$ cat src/ctp_pkg.sv
// Shared types, character codes and helpers for the color tag text parser.
package ctp_pkg;

  localparam int CHAR_W    = 8;
  localparam int COLOR_W   = 16;
  localparam int RGB_W     = 24;
  localparam int NIB_W     = 4;
  localparam int CFG_IDX_W = 1;

  localparam logic [CHAR_W-1:0] CH_LBRACKET = 8'h5B;
  localparam logic [CHAR_W-1:0] CH_RBRACKET = 8'h5D;
  localparam logic [CHAR_W-1:0] CH_HASH     = 8'h23;

  localparam logic ACT_CHAR  = 1'b0;
  localparam logic ACT_COLOR = 1'b1;

  localparam logic [CFG_IDX_W-1:0] REG_FOREGROUND = 1'b0;
  localparam logic [CFG_IDX_W-1:0] REG_BACKGROUND = 1'b1;

  localparam logic [COLOR_W-1:0] FG_RESET = 16'hFFFF;
  localparam logic [COLOR_W-1:0] BG_RESET = 16'h0000;

  // Color stack request from the sequencer.
  typedef struct packed {
    logic clear;
    logic pop;
    logic push;
  } stack_cmd_t;

  // Color stack answer to a pop.
  typedef struct packed {
    logic               top_valid;
    logic [COLOR_W-1:0] data;
  } stack_rsp_t;

  // 24-bit RGB to RGB565: keep the top 5/6/5 bits of each channel.
  function automatic logic [COLOR_W-1:0] to_rgb565(input logic [RGB_W-1:0] rgb);
    to_rgb565 = {rgb[23:19], rgb[15:10], rgb[7:3]};
  endfunction

endpackage

$ cat src/ctp_if.sv
// Valid/ready channel interfaces: text bytes in, actions out, register writes.
interface ctp_in_if;
  logic                      valid;
  logic                      ready;
  logic [ctp_pkg::CHAR_W-1:0] ch;
  logic                      first;
  logic                      markup;

  modport source (output valid, output ch, output first, output markup, input ready);
  modport sink   (input valid, input ch, input first, input markup, output ready);
endinterface

interface ctp_out_if;
  logic                       valid;
  logic                       ready;
  logic                       action;
  logic [ctp_pkg::CHAR_W-1:0]  char_out;
  logic [ctp_pkg::COLOR_W-1:0] text_color;
  logic [ctp_pkg::COLOR_W-1:0] back_color;
  logic                       last;

  modport source (output valid, output action, output char_out, output text_color,
                  output back_color, output last, input ready);
  modport sink   (input valid, input action, input char_out, input text_color,
                  input back_color, input last, output ready);
endinterface

interface ctp_cfg_if;
  logic                         valid;
  logic                         ready;
  logic [ctp_pkg::CFG_IDX_W-1:0] index;
  logic [ctp_pkg::COLOR_W-1:0]   data;

  modport source (output valid, output index, output data, input ready);
  modport sink   (input valid, input index, input data, output ready);
endinterface

$ cat src/color_tag_text_parser.sv
// Top level of the color tag text parser: config registers, sequencer, color stack.
//
// Takes one text byte per transaction and returns zero to nine action transactions:
// print a character, or set the text colors (RGB565 foreground plus the configured
// background). With markup set, "[#RRGGBB]" selects and pushes a color, "[]" pops,
// "[#]" empties the stack and selects the foreground register, "[[" prints "[", and a
// malformed tag echoes the held characters; with markup clear bytes print raw and the
// parser and stack are cleared. "first" clears everything and, with markup set,
// emits a color reset. The byte is latched in S_IDLE and decoded in S_DEC; a closing
// "]" of a color then passes each held digit through the shared hex decoder in
// S_CONV to build the 24-bit value. Results leave one per cycle, while the sink does
// not stall, through a single output register, and the input is not ready until the
// byte's last result is loaded. A byte with no result (opening bracket, hash, a stored
// digit) goes from S_DEC straight back to S_IDLE. The color stack is a circular
// buffer of STACK_DEPTH entries; pushing onto a full stack overwrites the oldest
// entry. Register writes go through the cfg channel (index 0 foreground, 1
// background) and are always accepted.
module color_tag_text_parser #(
  parameter int STACK_DEPTH    = 16,
  parameter int MAX_HEX_DIGITS = 6
) (
  input  logic      clk,
  input  logic      rst,
  ctp_in_if.sink    text,
  ctp_out_if.source result,
  ctp_cfg_if.sink   cfg
);
  import ctp_pkg::*;

  logic [COLOR_W-1:0] fg;
  logic [COLOR_W-1:0] bg;
  stack_cmd_t         stk_cmd;
  stack_rsp_t         stk_rsp;
  logic [COLOR_W-1:0] stk_wdata;

  // register writes are never stalled
  assign cfg.ready = 1'b1;

  always_ff @(posedge clk) begin
    if (rst) begin
      fg <= FG_RESET;
      bg <= BG_RESET;
    end else if (cfg.valid) begin
      unique case (cfg.index)
        REG_FOREGROUND: fg <= cfg.data;
        REG_BACKGROUND: bg <= cfg.data;
        default: ;
      endcase
    end
  end

  // sequencer: parser state, digit store, shared hex unit, output register
  ctp_engine #(
    .MAX_HEX_DIGITS (MAX_HEX_DIGITS)
  ) u_engine (
    .clk       (clk),
    .rst       (rst),
    .text      (text),
    .result    (result),
    .fg        (fg),
    .bg        (bg),
    .stk_cmd   (stk_cmd),
    .stk_wdata (stk_wdata),
    .stk_rsp   (stk_rsp)
  );

  // color stack memory, registered read of the new top on a pop
  ctp_stack #(
    .DEPTH (STACK_DEPTH)
  ) u_stack (
    .clk   (clk),
    .rst   (rst),
    .cmd   (stk_cmd),
    .wdata (stk_wdata),
    .rsp   (stk_rsp)
  );

endmodule

$ cat src/ctp_hex_unit.sv
// Shared hex digit decoder: ASCII byte to nibble value plus a hit flag.
module ctp_hex_unit (
  input  logic [ctp_pkg::CHAR_W-1:0] code,
  output logic                       hit,
  output logic [ctp_pkg::NIB_W-1:0]  nib
);
  import ctp_pkg::*;

  localparam logic [CHAR_W-1:0] CH_0  = 8'h30;
  localparam logic [CHAR_W-1:0] CH_9  = 8'h39;
  localparam logic [CHAR_W-1:0] CH_UA = 8'h41;
  localparam logic [CHAR_W-1:0] CH_UF = 8'h46;
  localparam logic [CHAR_W-1:0] CH_LA = 8'h61;
  localparam logic [CHAR_W-1:0] CH_LF = 8'h66;

  logic is_dec;
  logic is_alpha;

  assign is_dec   = (code >= CH_0) && (code <= CH_9);
  assign is_alpha = ((code >= CH_UA) && (code <= CH_UF)) ||
                    ((code >= CH_LA) && (code <= CH_LF));
  assign hit      = is_dec || is_alpha;
  // letters a..f / A..F have low nibble 1..6, value is that plus 9
  assign nib      = is_alpha ? (code[NIB_W-1:0] + 4'd9) : code[NIB_W-1:0];

endmodule

$ cat src/ctp_stack.sv
// Bounded color stack: circular buffer, oldest entry overwritten when full.
module ctp_stack #(
  parameter int DEPTH = 16
) (
  input  logic                        clk,
  input  logic                        rst,
  input  ctp_pkg::stack_cmd_t         cmd,
  input  logic [ctp_pkg::COLOR_W-1:0] wdata,
  output ctp_pkg::stack_rsp_t         rsp
);
  import ctp_pkg::*;

  localparam int CW = $clog2(DEPTH + 1);
  localparam int PW = (DEPTH > 1) ? $clog2(DEPTH) : 1;
  localparam int SW = CW + 1;

  logic [COLOR_W-1:0] mem [DEPTH];
  logic [CW-1:0]      cnt;
  logic [PW-1:0]      base;
  logic [CW-1:0]      cnt_eff;
  logic [CW-1:0]      cnt_new;
  logic [CW-1:0]      rd_off;
  logic [SW-1:0]      rd_sum;
  logic [SW-1:0]      rd_wrap;
  logic [SW-1:0]      wr_sum;
  logic [SW-1:0]      wr_wrap;
  logic [PW-1:0]      base_inc;
  logic               full;
  logic               top_valid;
  logic [COLOR_W-1:0] top_data;

  assign rsp.top_valid = top_valid;
  assign rsp.data      = top_data;

  always_comb begin
    cnt_eff  = cmd.clear ? '0 : cnt;
    cnt_new  = (cnt_eff != '0) ? (cnt_eff - CW'(1)) : '0;
    rd_off   = (cnt_new != '0) ? (cnt_new - CW'(1)) : '0;
    rd_sum   = SW'(base) + SW'(rd_off);
    rd_wrap  = (rd_sum >= SW'(DEPTH)) ? (rd_sum - SW'(DEPTH)) : rd_sum;
    full     = (cnt == CW'(DEPTH));
    // full: the new entry lands on the oldest slot
    wr_sum   = full ? SW'(base) : (SW'(base) + SW'(cnt));
    wr_wrap  = (wr_sum >= SW'(DEPTH)) ? (wr_sum - SW'(DEPTH)) : wr_sum;
    base_inc = (base == PW'(DEPTH - 1)) ? '0 : (base + PW'(1));
  end

  always_ff @(posedge clk) begin
    if (rst) begin
      cnt       <= '0;
      base      <= '0;
      top_valid <= 1'b0;
    end else begin
      if (cmd.pop) begin
        cnt       <= cnt_new;
        top_valid <= (cnt_new != '0);
      end else if (cmd.clear) begin
        cnt <= '0;
      end
      if (cmd.push) begin
        if (full) begin
          base <= base_inc;
        end else begin
          cnt <= cnt + CW'(1);
        end
      end
    end
  end

  always_ff @(posedge clk) begin
    if (cmd.push) begin
      mem[wr_wrap[PW-1:0]] <= wdata;
    end
    if (cmd.pop) begin
      top_data <= mem[rd_wrap[PW-1:0]];
    end
  end

endmodule

$ cat src/ctp_engine.sv
// Tag parsing sequencer: decode, hex accumulation, result emission.
module ctp_engine #(
  parameter int MAX_HEX_DIGITS = 6
) (
  input  logic                        clk,
  input  logic                        rst,
  ctp_in_if.sink                      text,
  ctp_out_if.source                   result,
  input  logic [ctp_pkg::COLOR_W-1:0] fg,
  input  logic [ctp_pkg::COLOR_W-1:0] bg,
  output ctp_pkg::stack_cmd_t         stk_cmd,
  output logic [ctp_pkg::COLOR_W-1:0] stk_wdata,
  input  ctp_pkg::stack_rsp_t         stk_rsp
);
  import ctp_pkg::*;

  localparam int CNTW = $clog2(MAX_HEX_DIGITS + 1);
  localparam int IDXW = (MAX_HEX_DIGITS > 1) ? $clog2(MAX_HEX_DIGITS) : 1;

  typedef enum logic [3:0] {
    S_IDLE = 4'b0001,
    S_DEC  = 4'b0010,
    S_CONV = 4'b0100,
    S_EMIT = 4'b1000
  } state_t;

  state_t state;
  state_t state_next;

  // latched transaction
  logic [CHAR_W-1:0] ch_r;
  logic              first_r;
  logic              markup_r;

  // parser state
  logic              in_tag;
  logic              hash_seen;
  logic [CNTW-1:0]   digit_count;
  logic [CHAR_W-1:0] hex_digits [MAX_HEX_DIGITS];

  // pending results of the current byte
  logic              pend_first;
  logic              pend_lbr;
  logic              pend_hash;
  logic              pend_ch;
  logic              pend_col;
  logic [CHAR_W-1:0] ch_val;
  logic [CNTW-1:0]   dig_n;
  logic [CNTW-1:0]   dig_idx;
  logic              col_from_stack;
  logic [COLOR_W-1:0] col_reg;
  logic [RGB_W-1:0]  acc;
  logic [RGB_W-1:0]  acc_next;

  // output register
  logic               out_valid;
  logic               out_action;
  logic [CHAR_W-1:0]  out_char;
  logic [COLOR_W-1:0] out_text;
  logic [COLOR_W-1:0] out_back;
  logic               out_last;

  // shared hex unit
  logic [CHAR_W-1:0] hex_in;
  logic              hex_hit;
  logic [NIB_W-1:0]  hex_nib;
  logic [IDXW-1:0]   rd_idx;
  logic [CHAR_W-1:0] dig_rd;

  // decode results
  logic              eff_in_tag;
  logic              eff_hash;
  logic [CNTW-1:0]   eff_dc;
  logic              nx_in_tag;
  logic              nx_hash;
  logic [CNTW-1:0]   nx_dc;
  logic              d_wr;
  logic              d_echo;
  logic              d_lbr;
  logic              d_ch;
  logic [CHAR_W-1:0] d_ch_val;
  logic              d_pop;
  logic              d_col_fg;
  logic              d_conv;
  logic              d_clear;
  logic              d_any;

  // emission
  logic               can_emit;
  logic               dig_pend;
  logic               nf_first;
  logic               nf_lbr;
  logic               nf_hash;
  logic               nf_ch;
  logic               nf_col;
  logic [CNTW-1:0]    nf_idx;
  logic               em_action;
  logic [CHAR_W-1:0]  em_char;
  logic [COLOR_W-1:0] em_text;
  logic [COLOR_W-1:0] em_back;
  logic               em_last;
  logic [COLOR_W-1:0] col_val;
  logic               conv_last;

  assign text.ready        = (state == S_IDLE);
  assign result.valid      = out_valid;
  assign result.action     = out_action;
  assign result.char_out   = out_char;
  assign result.text_color = out_text;
  assign result.back_color = out_back;
  assign result.last       = out_last;

  assign rd_idx   = (dig_idx < CNTW'(MAX_HEX_DIGITS)) ? dig_idx[IDXW-1:0] : '0;
  assign dig_rd   = hex_digits[rd_idx];
  assign hex_in   = (state == S_DEC) ? ch_r : dig_rd;
  assign acc_next = {acc[RGB_W-NIB_W-1:0], hex_nib};

  ctp_hex_unit u_hex (
    .code (hex_in),
    .hit  (hex_hit),
    .nib  (hex_nib)
  );

  // ---- decode of one byte ----
  always_comb begin
    eff_in_tag = in_tag & ~first_r;
    eff_hash   = hash_seen & ~first_r;
    eff_dc     = first_r ? '0 : digit_count;
    nx_in_tag  = eff_in_tag;
    nx_hash    = eff_hash;
    nx_dc      = eff_dc;
    d_wr       = 1'b0;
    d_echo     = 1'b0;
    d_lbr      = 1'b0;
    d_ch       = 1'b0;
    d_ch_val   = ch_r;
    d_pop      = 1'b0;
    d_col_fg   = 1'b0;
    d_conv     = 1'b0;
    d_clear    = 1'b0;
    if (!markup_r) begin
      nx_in_tag = 1'b0;
      nx_hash   = 1'b0;
      nx_dc     = '0;
      d_clear   = 1'b1;
      d_ch      = 1'b1;
    end else begin
      d_clear = first_r;
      if (!eff_in_tag) begin
        if (ch_r == CH_LBRACKET) begin
          nx_in_tag = 1'b1;
          nx_hash   = 1'b0;
          nx_dc     = '0;
        end else begin
          d_ch = 1'b1;
        end
      end else if (!eff_hash) begin
        nx_in_tag = 1'b0;
        nx_hash   = 1'b0;
        nx_dc     = '0;
        priority if (ch_r == CH_LBRACKET) begin
          d_ch     = 1'b1;
          d_ch_val = CH_LBRACKET;
        end else if (ch_r == CH_RBRACKET) begin
          d_pop = 1'b1;
        end else if (ch_r == CH_HASH) begin
          nx_in_tag = 1'b1;
          nx_hash   = 1'b1;
        end else begin
          d_lbr = 1'b1;
          d_ch  = 1'b1;
        end
      end else if (ch_r == CH_LBRACKET) begin
        // ignored inside a color, tag stays open
        nx_in_tag = eff_in_tag;
      end else if (hex_hit && (eff_dc < CNTW'(MAX_HEX_DIGITS))) begin
        d_wr  = 1'b1;
        nx_dc = eff_dc + CNTW'(1);
      end else if (ch_r == CH_RBRACKET) begin
        nx_in_tag = 1'b0;
        nx_hash   = 1'b0;
        nx_dc     = '0;
        if (eff_dc == '0) begin
          d_clear  = 1'b1;
          d_col_fg = 1'b1;
        end else begin
          d_conv = 1'b1;
        end
      end else begin
        // overflow digit or bad byte: echo what was held
        nx_in_tag = 1'b0;
        nx_hash   = 1'b0;
        nx_dc     = '0;
        d_echo    = 1'b1;
        d_lbr     = 1'b1;
        d_ch      = 1'b1;
      end
    end
    d_any = (first_r & markup_r) | d_lbr | d_ch | d_pop | d_col_fg | d_conv;
  end

  // ---- next result selection ----
  always_comb begin
    dig_pend  = (dig_idx < dig_n);
    can_emit  = !out_valid || result.ready;
    col_val   = (col_from_stack && stk_rsp.top_valid) ? stk_rsp.data : col_reg;
    nf_first  = pend_first;
    nf_lbr    = pend_lbr;
    nf_hash   = pend_hash;
    nf_ch     = pend_ch;
    nf_col    = pend_col;
    nf_idx    = dig_idx;
    em_action = ACT_CHAR;
    em_char   = '0;
    em_text   = '0;
    em_back   = '0;
    priority if (pend_first) begin
      nf_first  = 1'b0;
      em_action = ACT_COLOR;
      em_text   = fg;
      em_back   = bg;
    end else if (pend_lbr) begin
      nf_lbr  = 1'b0;
      em_char = CH_LBRACKET;
    end else if (pend_hash) begin
      nf_hash = 1'b0;
      em_char = CH_HASH;
    end else if (dig_pend) begin
      nf_idx  = dig_idx + CNTW'(1);
      em_char = dig_rd;
    end else if (pend_ch) begin
      nf_ch   = 1'b0;
      em_char = ch_val;
    end else begin
      nf_col    = 1'b0;
      em_action = ACT_COLOR;
      em_text   = col_val;
      em_back   = bg;
    end
    em_last = !(nf_first || nf_lbr || nf_hash || (nf_idx < dig_n) || nf_ch || nf_col);
  end

  always_comb begin
    state_next = state;
    conv_last  = (dig_idx + CNTW'(1)) == dig_n;
    unique case (state)
      S_IDLE: if (text.valid) state_next = S_DEC;
      S_DEC: begin
        if (d_conv) begin
          state_next = S_CONV;
        end else if (d_any) begin
          state_next = S_EMIT;
        end else begin
          state_next = S_IDLE;
        end
      end
      S_CONV: if (conv_last) state_next = S_EMIT;
      S_EMIT: if (can_emit && em_last) state_next = S_IDLE;
      default: state_next = S_IDLE;
    endcase
  end

  always_comb begin
    stk_cmd.clear = (state == S_DEC) && d_clear;
    stk_cmd.pop   = (state == S_DEC) && d_pop;
    stk_cmd.push  = (state == S_CONV) && conv_last;
    stk_wdata     = to_rgb565(acc_next);
  end

  // ---- control registers ----
  always_ff @(posedge clk) begin
    if (rst) begin
      state       <= S_IDLE;
      in_tag      <= 1'b0;
      hash_seen   <= 1'b0;
      digit_count <= '0;
      pend_first  <= 1'b0;
      pend_lbr    <= 1'b0;
      pend_hash   <= 1'b0;
      pend_ch     <= 1'b0;
      pend_col    <= 1'b0;
      dig_n       <= '0;
      dig_idx     <= '0;
      out_valid   <= 1'b0;
    end else begin
      state <= state_next;
      // load a new result, or drop the one just taken
      if (state == S_EMIT && can_emit) begin
        out_valid <= 1'b1;
      end else if (result.ready) begin
        out_valid <= 1'b0;
      end
      unique case (state)
        S_IDLE: ;
        S_DEC: begin
          in_tag      <= nx_in_tag;
          hash_seen   <= nx_hash;
          digit_count <= nx_dc;
          pend_first  <= first_r & markup_r;
          pend_lbr    <= d_lbr;
          pend_hash   <= d_echo;
          pend_ch     <= d_ch;
          pend_col    <= d_pop | d_col_fg | d_conv;
          dig_n       <= (d_echo || d_conv) ? eff_dc : '0;
          dig_idx     <= '0;
        end
        S_CONV: dig_idx <= dig_idx + CNTW'(1);
        S_EMIT: begin
          if (can_emit) begin
            pend_first <= nf_first;
            pend_lbr   <= nf_lbr;
            pend_hash  <= nf_hash;
            pend_ch    <= nf_ch;
            pend_col   <= nf_col;
            dig_idx    <= nf_idx;
          end
        end
        default: ;
      endcase
    end
  end

  // ---- payload registers ----
  always_ff @(posedge clk) begin
    if (state == S_IDLE && text.valid) begin
      ch_r     <= text.ch;
      first_r  <= text.first;
      markup_r <= text.markup;
    end
    if (state == S_DEC) begin
      ch_val         <= d_ch_val;
      col_from_stack <= d_pop;
      col_reg        <= fg;
      acc            <= '0;
      if (d_wr) begin
        hex_digits[eff_dc[IDXW-1:0]] <= ch_r;
      end
    end
    if (state == S_CONV) begin
      acc <= acc_next;
      if (conv_last) begin
        col_reg <= to_rgb565(acc_next);
      end
    end
    if (state == S_EMIT && can_emit) begin
      out_action <= em_action;
      out_char   <= em_char;
      out_text   <= em_text;
      out_back   <= em_back;
      out_last   <= em_last;
    end
  end

endmodule

$ cat src/flat_wrapper.sv
// flat-port wrapper written by rule: the top's interface ports become plain ports
module color_tag_text_parser_flat import ctp_pkg::*;
#(
  parameter int STACK_DEPTH    = 16,
  parameter int MAX_HEX_DIGITS = 6
)
  (clk, rst, text_valid, text_ch, text_first, text_markup, text_ready, result_valid, result_action, result_char_out, result_text_color, result_back_color, result_last, result_ready, cfg_valid, cfg_index, cfg_data, cfg_ready);
  ctp_in_if text_i ();
  ctp_out_if result_i ();
  ctp_cfg_if cfg_i ();
  input  logic clk;
  input  logic rst;
  input wire logic [$bits(text_i.valid)-1:0] text_valid;
  input wire logic [$bits(text_i.ch)-1:0] text_ch;
  input wire logic [$bits(text_i.first)-1:0] text_first;
  input wire logic [$bits(text_i.markup)-1:0] text_markup;
  output wire logic [$bits(text_i.ready)-1:0] text_ready;
  output wire logic [$bits(result_i.valid)-1:0] result_valid;
  output wire logic [$bits(result_i.action)-1:0] result_action;
  output wire logic [$bits(result_i.char_out)-1:0] result_char_out;
  output wire logic [$bits(result_i.text_color)-1:0] result_text_color;
  output wire logic [$bits(result_i.back_color)-1:0] result_back_color;
  output wire logic [$bits(result_i.last)-1:0] result_last;
  input wire logic [$bits(result_i.ready)-1:0] result_ready;
  input wire logic [$bits(cfg_i.valid)-1:0] cfg_valid;
  input wire logic [$bits(cfg_i.index)-1:0] cfg_index;
  input wire logic [$bits(cfg_i.data)-1:0] cfg_data;
  output wire logic [$bits(cfg_i.ready)-1:0] cfg_ready;
  assign text_i.valid = text_valid;
  assign text_i.ch = text_ch;
  assign text_i.first = text_first;
  assign text_i.markup = text_markup;
  assign text_ready = text_i.ready;
  assign result_valid = result_i.valid;
  assign result_action = result_i.action;
  assign result_char_out = result_i.char_out;
  assign result_text_color = result_i.text_color;
  assign result_back_color = result_i.back_color;
  assign result_last = result_i.last;
  assign result_i.ready = result_ready;
  assign cfg_i.valid = cfg_valid;
  assign cfg_i.index = cfg_index;
  assign cfg_i.data = cfg_data;
  assign cfg_ready = cfg_i.ready;
  color_tag_text_parser #(.STACK_DEPTH(STACK_DEPTH), .MAX_HEX_DIGITS(MAX_HEX_DIGITS)) u_core (.clk(clk), .rst(rst), .text(text_i), .result(result_i), .cfg(cfg_i));
endmodule
$ cat config.mk
export PLATFORM = sky130hd
export DESIGN_NAME = color_tag_text_parser_flat
export DESIGN_NICKNAME = d
export VERILOG_FILES = /design/src/ctp_pkg.sv /design/src/ctp_if.sv /design/src/color_tag_text_parser.sv /design/src/ctp_hex_unit.sv /design/src/ctp_stack.sv /design/src/ctp_engine.sv /design/src/flat_wrapper.sv
export SDC_FILE = /design/constraint.sdc
export NUM_CORES = 1
export LEC_CHECK = 0
export ABC_AREA = 1
export BUFFER_PORTS_ARGS = -buffer_cell sky130_fd_sc_hd__buf_2
export CAP_MARGIN = 20
export CORE_MARGIN = 2
export CORE_UTILIZATION = 40
export DETAILED_ROUTE_END_ITERATION = 10
export PLACE_DENSITY = 0.6
export SKIP_LAST_GASP = 1
export SLEW_MARGIN = 20
export SYNTH_ARGS = -nofsm -noshare
export SYNTH_HDL_FRONTEND = slang
export SYNTH_SLANG_ARGS = --single-unit
export TNS_END_PERCENT = 100
$ cat constraint.sdc
create_clock -name clk -period 6.9 [get_ports clk]
set_clock_uncertainty 0.15 [all_clocks]
set_input_delay 1.725 -clock clk [delete_from_list [all_inputs] [get_ports clk]]
set_output_delay 1.725 -clock clk [all_outputs]
set_load 0.02 [all_outputs]
* After elaboration in Yosys (flattened, before gate mapping)
Memory sizes are Yosys's and may differ from the RTL's. A register that Yosys moved wholly into a read port is not among the register bits.
Index checks and enable logic that the tools add are counted.
** Storage, ports and cells
- Bits of input ports :: 32
- Memories :: 2
- Output and inout bits :: 45
- Flip-flop bits (word level) :: 160
- Memory bits (writable) :: 304
- Word-level logic and storage cells :: 267
** Memory list
- u_core.u_stack.mem :: depth 16, width 16, read ports 1, clocked after Yosys merged registers in 1, write ports 1, line ctp_stack.sv:17 : logic [COLOR_W-1:0] mem [DEPTH];
- u_core.u_engine.hex_digits :: depth 6, width 8, read ports 1, clocked after Yosys merged registers in 0, write ports 1, line ctp_engine.sv:39 : logic [CHAR_W-1:0] hex_digits [MAX_HEX_DIGITS];
** Cells by class
- Bitwise logic cells :: 12
- Magnitude comparators :: 12
- Multiplexer cells :: 149
- $add $sub $neg :: 11
- Reductions and logical operators :: 36
- Equal/unequal tests :: 14
** Operators with widths (count)
- 2-to-1 mux 16 bit :: 14
- 2-to-1 mux 1 bit :: 87
- 2-to-1 mux 8 bit :: 7
- 2-to-1 mux 3 bit :: 14
- 2-to-1 mux 20 bit :: 2
- 2-to-1 mux 4 bit :: 9
- 2-to-1 mux 5 bit :: 6
- == test 8 x 7 -> 1 bit, second input constant :: 2
- >= comparator 8 x 7 -> 1 bit, second input constant :: 2
- less-or-equal comparator 8 x 7 -> 1 bit, second input constant :: 2
- case mux 4 bit (4 select lines) :: 1
- 2-to-1 mux 7 bit :: 2
- adder 4 x 5 -> 6 bit :: 2
- >= comparator 6 x 5 -> 1 bit, second input constant :: 2
- logical AND 1 bit :: 11
- case mux 1 bit (2 select lines) :: 5
- AND reduction 2 bit :: 5
- nonzero test 5 bit :: 2
- subtractor 5 x 1 -> 5 bit, second input constant :: 2
- case mux 3 bit (3 select lines) :: 1
- == test 4 bit, second input constant :: 2
- == test 8 x 6 -> 1 bit, second input constant :: 1
- >= comparator 8 x 6 -> 1 bit, second input constant :: 1
- less-or-equal comparator 8 x 6 -> 1 bit, second input constant :: 1
- 25 further kinds :: 51

* Longest topological paths before layout
Gate-level depths: netlist of run 1.
An unclocked memory read counts as a cell.
- Depth after elaboration :: 23
- Depth in mapped cells :: 41
- Depth with buffers taken out :: 39

* Modules after synthesis
A second synthesis of run 1 with hierarchy kept.
** Unflattened totals
- Cell total of the unflattened synthesis :: 1944
- Area, all modules :: 20995.1 um^2
** Modules (own cells, without submodules)
- ctp_stack :: times used 1, area each 11823.8 um^2, cells each 947
- ctp_engine :: times used 1, area each 7681.1 um^2, cells each 785
- color_tag_text_parser :: times used 1, area each 1272.5 um^2, cells each 176
- ctp_hex_unit :: times used 1, area each 217.7 um^2, cells each 36

* Least setup slack after synthesis of run 1
No wires, ideal clock.
- Kind :: register to register
- Start point :: reg u_core.u_engine.dig_idx[1]
- End point :: reg u_core.u_stack.top_data[3] (read register of u_core.u_stack.mem) (data pin)
- Period minus slack after synthesis :: 5359 ps
- Setup slack :: 1541 ps
- Data arrival time :: 4957 ps
- Cell stages (with the launch flop) :: 37
- Required time :: 6498 ps
- Path buffers :: 2
- Setup time :: 252 ps
- Cell sequence :: dfxtp_1 -> nand2_4 -> nand2_4 -> inv_2 -> o211ai_2 -> nand2_1 -> o21ai_2 -> inv_1 -> ha_1 -> nor2_1 -> nand3_1 -> a21oi_1 -> nor2_1 -> nand2_2 -> nand2_2 -> nand2_4 -> nand2_2 -> nand2_4 -> nand2_8 -> nand2_1 -> ha_1 -> nand2_4 -> o21ai_2 -> nand2_2 -> nor2_1 -> nand3_1 -> nand2_1 -> inv_1 -> ha_1 -> fa_1 -> clkinv_1 -> clkbuf_1 -> clkbuf_1 -> a32o_1 -> o21ai_0 -> nand3_1 -> nand2_1
** On the way
- Word-level cells in the longest chain between the ends :: 23
- Elaborated cells between the ends (all ways) :: 33
- Those cells by class :: add/sub: 4; order compare: 8; mux: 11; reduce/logical: 9; memory: 1
** Ends and longest elaborated chain
- start: declaration :: line ctp_engine.sv:49 : logic [CNTW-1:0] dig_idx;
- start signal: assignment :: line ctp_engine.sv:307 : S_CONV: dig_idx <= dig_idx + CNTW'(1);
- start signal: assignment :: line ctp_engine.sv:315 : dig_idx <= nf_idx;
- less-than comparator 3 bit :: line ctp_engine.sv:113 : assign rd_idx = (dig_idx < CNTW'(MAX_HEX_DIGITS)) ? dig_idx[IDXW-1:0] : '0;
- 2-to-1 mux 3 bit (*) :: line ctp_engine.sv:113
- memory (6 x 8 bit) (*)
- 2-to-1 mux 8 bit (*) :: line ctp_engine.sv:115 : assign hex_in = (state == S_DEC) ? ch_r : dig_rd;
- >= comparator 8 x 7 -> 1 bit, or another cell as far along :: line ctp_hex_unit.sv:20 : assign is_alpha = ((code >= CH_UA) && (code <= CH_UF)) ||
- logical AND 1 bit, on equally long branches :: line ctp_hex_unit.sv:20, ctp_hex_unit.sv:21
- logical OR 1 bit :: line ctp_hex_unit.sv:20
- logical OR 1 bit (*) :: line ctp_hex_unit.sv:22 : assign hit = is_dec || is_alpha;
- [... 7 more ...]
- 2-to-1 mux 5 bit (*) :: line ctp_stack.sv:36 : cnt_eff = cmd.clear ? '0 : cnt;
- subtractor 5 x 1 -> 5 bit / nonzero test 5 bit (equally long branches) :: line ctp_stack.sv:37 : cnt_new = (cnt_eff != '0) ? (cnt_eff - CW'(1)) : '0;
- 2-to-1 mux 5 bit (*) :: line ctp_stack.sv:37
- subtractor 5 x 1 -> 5 bit / nonzero test 5 bit (equally long branches) :: line ctp_stack.sv:38 : rd_off = (cnt_new != '0) ? (cnt_new - CW'(1)) : '0;
- 2-to-1 mux 5 bit (*) :: line ctp_stack.sv:38
- adder 4 x 5 -> 6 bit (*) :: line ctp_stack.sv:39 : rd_sum = SW'(base) + SW'(rd_off);
- >= comparator 6 x 5 -> 1 bit / subtractor 4 x 1 -> 4 bit (equally long branches) :: line ctp_stack.sv:40 : rd_wrap = (rd_sum >= SW'(DEPTH)) ? (rd_sum - SW'(DEPTH)) : rd_sum;
- 2-to-1 mux 4 bit (*) :: line ctp_stack.sv:40
- end: declaration :: line ctp_stack.sv:30 : logic [COLOR_W-1:0] top_data;
Mark *: on every way between the ends. The rest lies on a longest branch, timed or not.
A chain may end at the register's enable or synchronous reset.

* Worst setup path in the final report of run 1
- Start point :: reg u_core.u_engine.dig_idx[1]
- End point :: reg u_core.u_stack.top_data[15] (read register of u_core.u_stack.mem) (data pin)
Same word-level chain as after synthesis.

==> results of run 1 <==
per-stage QoR:
step | instance area (um2) | power (mW) | hold slack, ns | setup WS (ns)
after floorplan | 20500 | 3.65 | 0.280 | 1.54
after global placement | 21600 | 3.77 | 0.291 | 0.872
after detailed placement | 21700 | 3.78 | 0.296 | 0.687
after CTS | 23400 | 6.54 | 0.305 | 0.655
after global routing | 23400 | 6.72 | 0.329 | 0.000256
final | 23400 | 6.49 | 0.304 | 0.600
routing by layer:
| metal | track usage [%] | wire, um |
|---|---|---|
| met5 | 0 | 0 |
| met1 | 26.6 | 23000 |
| met4 | 5.40 | 1070 |
| met3 | 3.42 | 3370 |
| met2 | 29.5 | 22500 |
synth_stat cells (2+ instances only):
master,number,area share [%]
nor2_1,176,3.2
a32o_1,32,1.6
inv_2,5,0.092
nand3_2,9,0.44
buf_1,6,0.11
xor2_1,8,0.34
a21o_1,2,0.073
buf_4,3,0.11
nor3_1,11,0.27
buf_6,3,0.17
o211ai_1,29,1.1
edfxtp_1,401,59
inv_1,143,2.6
nand2_2,7,0.21
nand3b_1,5,0.18
nand4_1,3,0.092
clkinv_1,2,0.037
a211oi_1,5,0.18
nand2_1,355,6.5
nand2_4,10,0.55
a31oi_1,15,0.46
ha_1,22,1.3
o21ai_1,4,0.098
a21oi_1,87,2.1
or2_2,4,0.12
nand3_1,93,2.3
o22ai_1,48,1.5
buf_2,5,0.12
nor4_1,6,0.18
mux2i_1,16,0.78
o21ai_2,2,0.086
o21ai_0,165,4.0
clkbuf_1,78,1.4
dfxtp_1,79,7.7
fa_1,2,0.20
logic make-up (layout without fill, tap and decap cells):
family          after synthesis  in the layout  share of synthesized area (%)
fa+ha+maj                    24             24                           1.54
buf+inv                     246            357                           4.76
flops                       480            480                           66.6
simple gates                686            686                           14.5
compound gates              395            395                           11.5
other cells                   1              2                         0.0183
mux                          16             16                          0.783
xor+xnor                      9              9                          0.385
worst reg2reg max path, delay by kind of cell, from the launching register on:
| kind | cells | cell delay, ns |
|---|---|---|
| flops | 1 | 0.56 |
| simple gates | 20 | 2.19 |
| buf+inv | 5 | 1.00 |
| compound gates | 7 | 1.11 |
| fa+ha+maj | 4 | 1.13 |
how the worst max path moves through the flow:
stage | end | startpoint | slack (ns)
2_1_floorplan | u_core.u_stack.top_data[3]$_DFFE_PP_ | u_core.u_engine.dig_idx[1]$_SDFFE_PP0P_ | 1.54
3_3_place_gp | u_core.u_stack.top_data[15]$_DFFE_PP_ | u_core.u_engine.dig_idx[1]$_SDFFE_PP0P_ | 0.87
3_5_place_dp | u_core.u_stack.top_data[15]$_DFFE_PP_ | u_core.u_engine.dig_idx[1]$_SDFFE_PP0P_ | 0.69
4_1_cts | u_core.u_stack.top_data[15]$_DFFE_PP_ | u_core.u_engine.dig_idx[1]$_SDFFE_PP0P_ | 0.65
5_1_grt | u_core.u_stack.top_data[6]$_DFFE_PP_ | u_core.u_engine.dig_idx[1]$_SDFFE_PP0P_ | 0.0003
6_report | u_core.u_stack.top_data[15]$_DFFE_PP_ | u_core.u_engine.dig_idx[1]$_SDFFE_PP0P_ | 0.60
report_power, final:
group	internal, mW	switching, mW	total [mW]	leakage [nW]
clock	1.65	1.12	2.77	0.816
sequential	3.24	0.0582	3.30	4.29
combinational	0.150	0.273	0.423	3.78
total	5.04	1.45	6.49	8.89
layout make-up:
cell class / count / share of cell area (%)
inverters: 150 / 2.41
diodes: 1 / 0.0107
well taps: 672 / 3.60
clock buffers: 60 / 5.55
multi-input cells: 1131 / 25.2
clock inverters: 31 / 1.73
flip-flops and latches: 480 / 58.3
repair buffers: 116 / 3.17
==> summary.md, run 1 <==
| Metric | Value |
|---|---|
| Crit Path Category | `flop to flop` |
| Commonest non-fill, non-tap cell in the layout | `edfxtp_1` |
| Initial antenna violation count | `0` |
| Syn avg cell area | `11.0 um2` |
| Clock Latency Late Sink | `0.60 ns` |
| Seq/Total Area, Yosys | `between 60 and 70%` |
| RePlAce Congestion | `~0.85` |
| CP most frequent cell | `nand2_4` |
| Crit. End Element | `flop` |
| Fin util | `around 46%` |
| Worst Hold Class | `flop to flop` |
| Total of max-cap violations | `0` |
| Crit. path cell count | `36` |
| Post-CTS Hold Fix Bufs | `0` |
| Fin Setup TNS | `0 ns` |
| Post-route clock period utilization | `around nine tenths` |
| Final hold viol count | `0` |
| Chip Width | `approximately 230 um` |
| Cell Pwr Density | `around 280 mW/mm2` |
| Final setup viols | `0` |
| Commonest non-fill, non-tap cells in the layout | `401 x edfxtp_1, 355 x nand2_1, 173 x nor2_1, 165 x o21ai_0, 142 x inv_1` |
| Resized cells post-CTS | `0` |
| Max IR drop VDD | `approximately 0.00017 V` |
| Post-synth EDFFs | `401` |
| Post-route insts no fill | `about 2600` |
| CP bufs+invs | `5` |
| Vias | `14000` |
| Setup slack, reg-to-reg | `0.60 ns` |
| Count of different cell masters after synthesis | `a little over 50` |
| Post-layout net count | `1984` |
| Dpl cells | `~2500` |
| Synthesis-stage register bit count | `480` |
| Slew Viols, Final | `0` |
| Post-detailed-route count of antenna-violating nets | `0` |
| Layout cells sized above 1 | `roughly an eighth` |
| Area Overhead vs Synth | `14.2%` |
| Hold Startpoint | `u_core.bg[13]$_SDFFE_PP0P_` |
| Post-CTS Setup Bufs | `0` |
| Detailed Route WL | `between 40 and 50 mm` |
| Min Clock Period, post-route | `between 6 and 7 ns` |
| IO buf count | `75` |
| R2R Path End | `u_core.u_stack.top_data[15]$_DFFE_PP_` |
| Clk slew on worst S/H paths | `~0.06 ns` |
| Core Area | `slightly above 0.05 mm2` |
| Pleak | `about 8.9 nW` |
| Fmax | `about 160 MHz` |
| WP data required | `around 7.2 ns` |
| Critical Path Fanout Max | `46` |
| Cells after Synth | `between 1500 and 2000` |
| Die Footprint | `between 0.05 and 0.06 mm2` |
| Outcome | `completed` |
| FF+latch area | `0.0136 mm2` |
| Root Buffer | `clkbuf_16` |
| FF-to-FF Start | `u_core.u_engine.dig_idx[1]$_SDFFE_PP0P_` |
| Multi-input logic area | `0.00590 mm2` |
| Tot GR Track Use | `between 10% and 20%` |
| WP data arrival | `roughly 6.6 ns` |
| Worst Tran Pin Value | `about 1.1 ns` |
| CTS max path bufs | `3` |
| CTS buffer count | `between 40 and 50` |
| Crit path launch type | `flop` |
| Row cnt | `slightly above 80` |
| Worst slew margin | `28.2%` |
| Wire length of the first global-routing pass | `between 70 and 80 mm` |
| Delay-heaviest family, CP | `simple AND/OR/NAND/NOR gates` |
| Worst Reg-to-Reg Cells | `36` |
| Via count of the first global-routing pass | `~13000` |
| H-tree depth | `2` |
| RSZ-0062 raised after global routing | `false` |
| Initial DRC Count | `between 1500 and 2000` |
| HPWL after DPL | `a little over 30 mm` |
| Mapped Nets | `roughly 1900` |
| Max reg flops | `256` |
| GRT overflow | `0` |
| Sink Count | `480` |
| Largest net degree at the start of global routing | `about 130` |
| Hold Path Cell Cnt | `2` |
| Warnings, synthesis | `0` |
| Async set-reset flop share out of synthesis | `0%` |
| Max stage delay on crit path | `0.56 ns` |
| Drt drc | `0` |
| Main synth FF type | `edfxtp_1` |
| CTS tree | `built` |
| Starting density of the core | `between 40% and 50%` |
| DR WL/cell | `between 15 and 20 um` |
| DIE HEIGHT | `between 200 and 250 um` |
| Vias per std cell | `roughly 5.3` |
| DRT Pass-1 Iters | `5` |
| Post-synthesis cell area | `approximately 0.02 mm2` |
| I/O Pins | `slightly below 80` |
| # fillers | `approximately 4600` |
| Worst Hold Path EP | `u_core.bg[13]$_SDFFE_PP0P_` |
| Critical Path Slowest Stage Cell | `dfxtp_1` |
(Power assumes the default switching activity.)
==> run 2, diff against run 1 <==
--- a/config.mk
+++ b/config.mk
@@ -8,10 +8,8 @@
 export ABC_AREA = 1
 export BUFFER_PORTS_ARGS = -buffer_cell sky130_fd_sc_hd__buf_2
 export CAP_MARGIN = 20
-export CORE_MARGIN = 2
 export CORE_UTILIZATION = 40
 export DETAILED_ROUTE_END_ITERATION = 10
-export PLACE_DENSITY = 0.6
 export SKIP_LAST_GASP = 1
 export SLEW_MARGIN = 20
 export SYNTH_ARGS = -nofsm -noshare
==> summary.md, run 2 (synthesized netlist as in run 1, its figures left out) <==
| Metric | Value |
|---|---|
| CP bufs+invs | `5 (unchanged)` |
| Total of max-cap violations | `0 (unchanged)` |
| Die Footprint | `0.0521 mm2 (was 0.0530 mm2)` |
| Multi-input logic area | `0.00591 mm2 (was 0.00590 mm2)` |
| Final setup viols | `0 (unchanged)` |
| Cell Pwr Density | `271 mW/mm2 (was 278 mW/mm2)` |
| Area Overhead vs Synth | `13.3% (was 14.2%)` |
| Clk slew on worst S/H paths | `0.06 ns (about the same)` |
| Critical Path Fanout Max | `84 (was 46)` |
| Initial DRC Count | `1227 (was 1522)` |
| WP data arrival | `6.30 ns (was 6.60 ns)` |
| Vias per std cell | `5.29 (was 5.31)` |
| Crit. End Element | `flop (unchanged)` |
| Final hold viol count | `0 (unchanged)` |
| Worst Hold Class | `flop to flop (unchanged)` |
| Root Buffer | `clkbuf_16 (unchanged)` |
| DIE HEIGHT | `228 um (was 230 um)` |
| Core Area | `0.0503 mm2 (was 0.0504 mm2)` |
| Max IR drop VDD | `0.000184 V (was 0.000167 V)` |
| Max reg flops | `256 (unchanged)` |
| Fin Setup TNS | `0 ns (unchanged)` |
| Tot GR Track Use | `19.1% (was 18.8%)` |
| Initial antenna violation count | `1 (was 0)` |
| IO buf count | `75 (unchanged)` |
| Delay-heaviest family, CP | `simple AND/OR/NAND/NOR gates (unchanged)` |
| DRT Pass-1 Iters | `5 (unchanged)` |
| CTS tree | `built (unchanged)` |
| Post-route insts no fill | `2635 (was 2641)` |
| Post-detailed-route count of antenna-violating nets | `0 (unchanged)` |
| Post-layout net count | `1980 (was 1984)` |
| RePlAce Congestion | `0.917 (was 0.852)` |
| Min Hold Slack | `0.305 ns (was 0.304 ns)` |
| # fillers | `4593 (was 4576)` |
| Row cnt | `82 (unchanged)` |
| Pleak | `8.80 nW (was 8.89 nW)` |
| Dpl cells | `2545 (was 2548)` |
| Clock Latency Late Sink | `0.60 ns (about the same)` |
| Wire length of the first global-routing pass | `77.5 mm (was 77.7 mm)` |
| Critical Path Slowest Stage Cell | `ha_4 (was dfxtp_1)` |
| FF+latch area | `0.0136 mm2 (unchanged)` |
| Commonest non-fill, non-tap cells in the layout | `401 x edfxtp_1, 355 x nand2_1, 171 x nor2_1, 165 x o21ai_0, 142 x inv_1 (was 401 x edfxtp_1, 355 x nand2_1, 173 x nor2_1, 165 x o21ai_0, 142 x inv_1)` |
| Chip Width | `228 um (was 230 um)` |
| Post-CTS Setup Bufs | `0 (unchanged)` |
| Outcome | `completed (unchanged)` |
| Crit path launch type | `flop (unchanged)` |
| Min Clock Period, post-route | `6.12 ns (was 6.30 ns)` |
| Worst slew margin | `26.0% (was 28.2%)` |
| Layout cells sized above 1 | `11.7% (was 12.4%)` |
| CTS buffer count | `49 (unchanged)` |
| GRT overflow | `0 (unchanged)` |
| Post-route clock period utilization | `88.7% (was 91.3%)` |
| Via count of the first global-routing pass | `13400 (was 13500)` |
| Ant diodes | `0 (was 1)` |
| Detailed Route WL | `50.0 mm (was 49.9 mm)` |
| I/O Pins | `77 (unchanged)` |
| Worst Tran Pin Value | `1.11 ns (was 1.07 ns)` |
| WP data required | `7.08 ns (was 7.20 ns)` |
| Sink Count | `480 (unchanged)` |
| Largest net degree at the start of global routing | `97 (was 129)` |
| Crit Path Category | `flop to flop (unchanged)` |
| Post-CTS Hold Fix Bufs | `0 (unchanged)` |
| Vias | `13900 (was 14000)` |
| Starting density of the core | `40.7% (was 40.6%)` |
| HPWL after DPL | `30.6 mm (was 31.1 mm)` |
| Commonest non-fill, non-tap cell in the layout | `edfxtp_1 (unchanged)` |
| DR WL/cell | `19.0 um (was 18.9 um)` |
| CTS max path bufs | `3 (unchanged)` |
| H-tree depth | `2 (unchanged)` |
| Drt drc | `0 (unchanged)` |
| Max stage delay on crit path | `0.59 ns (was 0.56 ns)` |
| Fmax | `163 MHz (was 159 MHz)` |
| Slew Viols, Final | `0 (unchanged)` |
| RSZ-0062 raised after global routing | `false (unchanged)` |
| Resized cells post-CTS | `0 (unchanged)` |
[run 2: cell count changes in the layout (fill, tap and decap cells not counted), sizes merged]
cell / before / now
clkinv: 20 / 29
buf: 116 / 112
bufinv: 8 / 4
clkbuf: 60 / 57
clkinvlp: 5 / 2
diode: 1 / 0
[run 2: stage by stage]
stage          total power [mW]  setup WS, ns  utilization (%)  instance area [um2]
2_1_floorplan              3.65          1.54                -                20500
3_3_place_gp               3.78          1.02             43.0                21600
3_5_place_dp               3.78         0.794             43.0                21600
4_1_cts                    6.33         0.790             46.1                23200
5_1_grt                    6.49         0.203             46.1                23200
6_report                   6.28         0.778             46.1                23200
[run 2: worst paths after layout]
kind,startpoint,cells past startpoint,slack (ns),endpoint
max,u_core.u_engine.dig_idx[1]$_SDFFE_PP0P_,36,0.78,u_core.u_stack.top_data[1]$_DFFE_PP_
min,u_core.bg[4]$_SDFFE_PP0P_,2,0.31,u_core.bg[4]$_SDFFE_PP0P_
max reg2reg,u_core.u_engine.dig_idx[1]$_SDFFE_PP0P_,36,0.78,u_core.u_stack.top_data[1]$_DFFE_PP_
min reg2reg,u_core.bg[4]$_SDFFE_PP0P_,2,0.31,u_core.bg[4]$_SDFFE_PP0P_
[run 2: layer usage]
metal	routed length (um)	GRT usage [%]
met3	3820	3.70
met5	0	0
met2	22700	30.5
met1	22600	26.8
met4	936	4.64
[run 2: power breakdown]
part | total (mW) | internal, mW | switching [mW]
Sequential | 3.31 | 3.24 | 0.0640
Combinational | 0.421 | 0.148 | 0.273
Clock | 2.55 | 1.45 | 1.10
[run 2: area by class of cell]
class                           count  area share [%]
Inverter                          150            2.43
Clock inverter                     33            1.25
Multi-Input combinational cell   1131            25.5
Sequential cell                   480            58.8
Clock buffer                       57            5.42
Tap cell                          672            3.63
Timing Repair Buffer              112            3.03
[run 2: worst register-to-register path: cells and delay by family, from the launching register on]
kind / cells / cell delay (ns)
AOI/OAI and AO/OA: 7 / 1.07
DFF: 1 / 0.56
and+or+nand+nor: 21 / 2.26
buffers and inverters: 5 / 0.76
adders and majority gates: 3 / 1.07
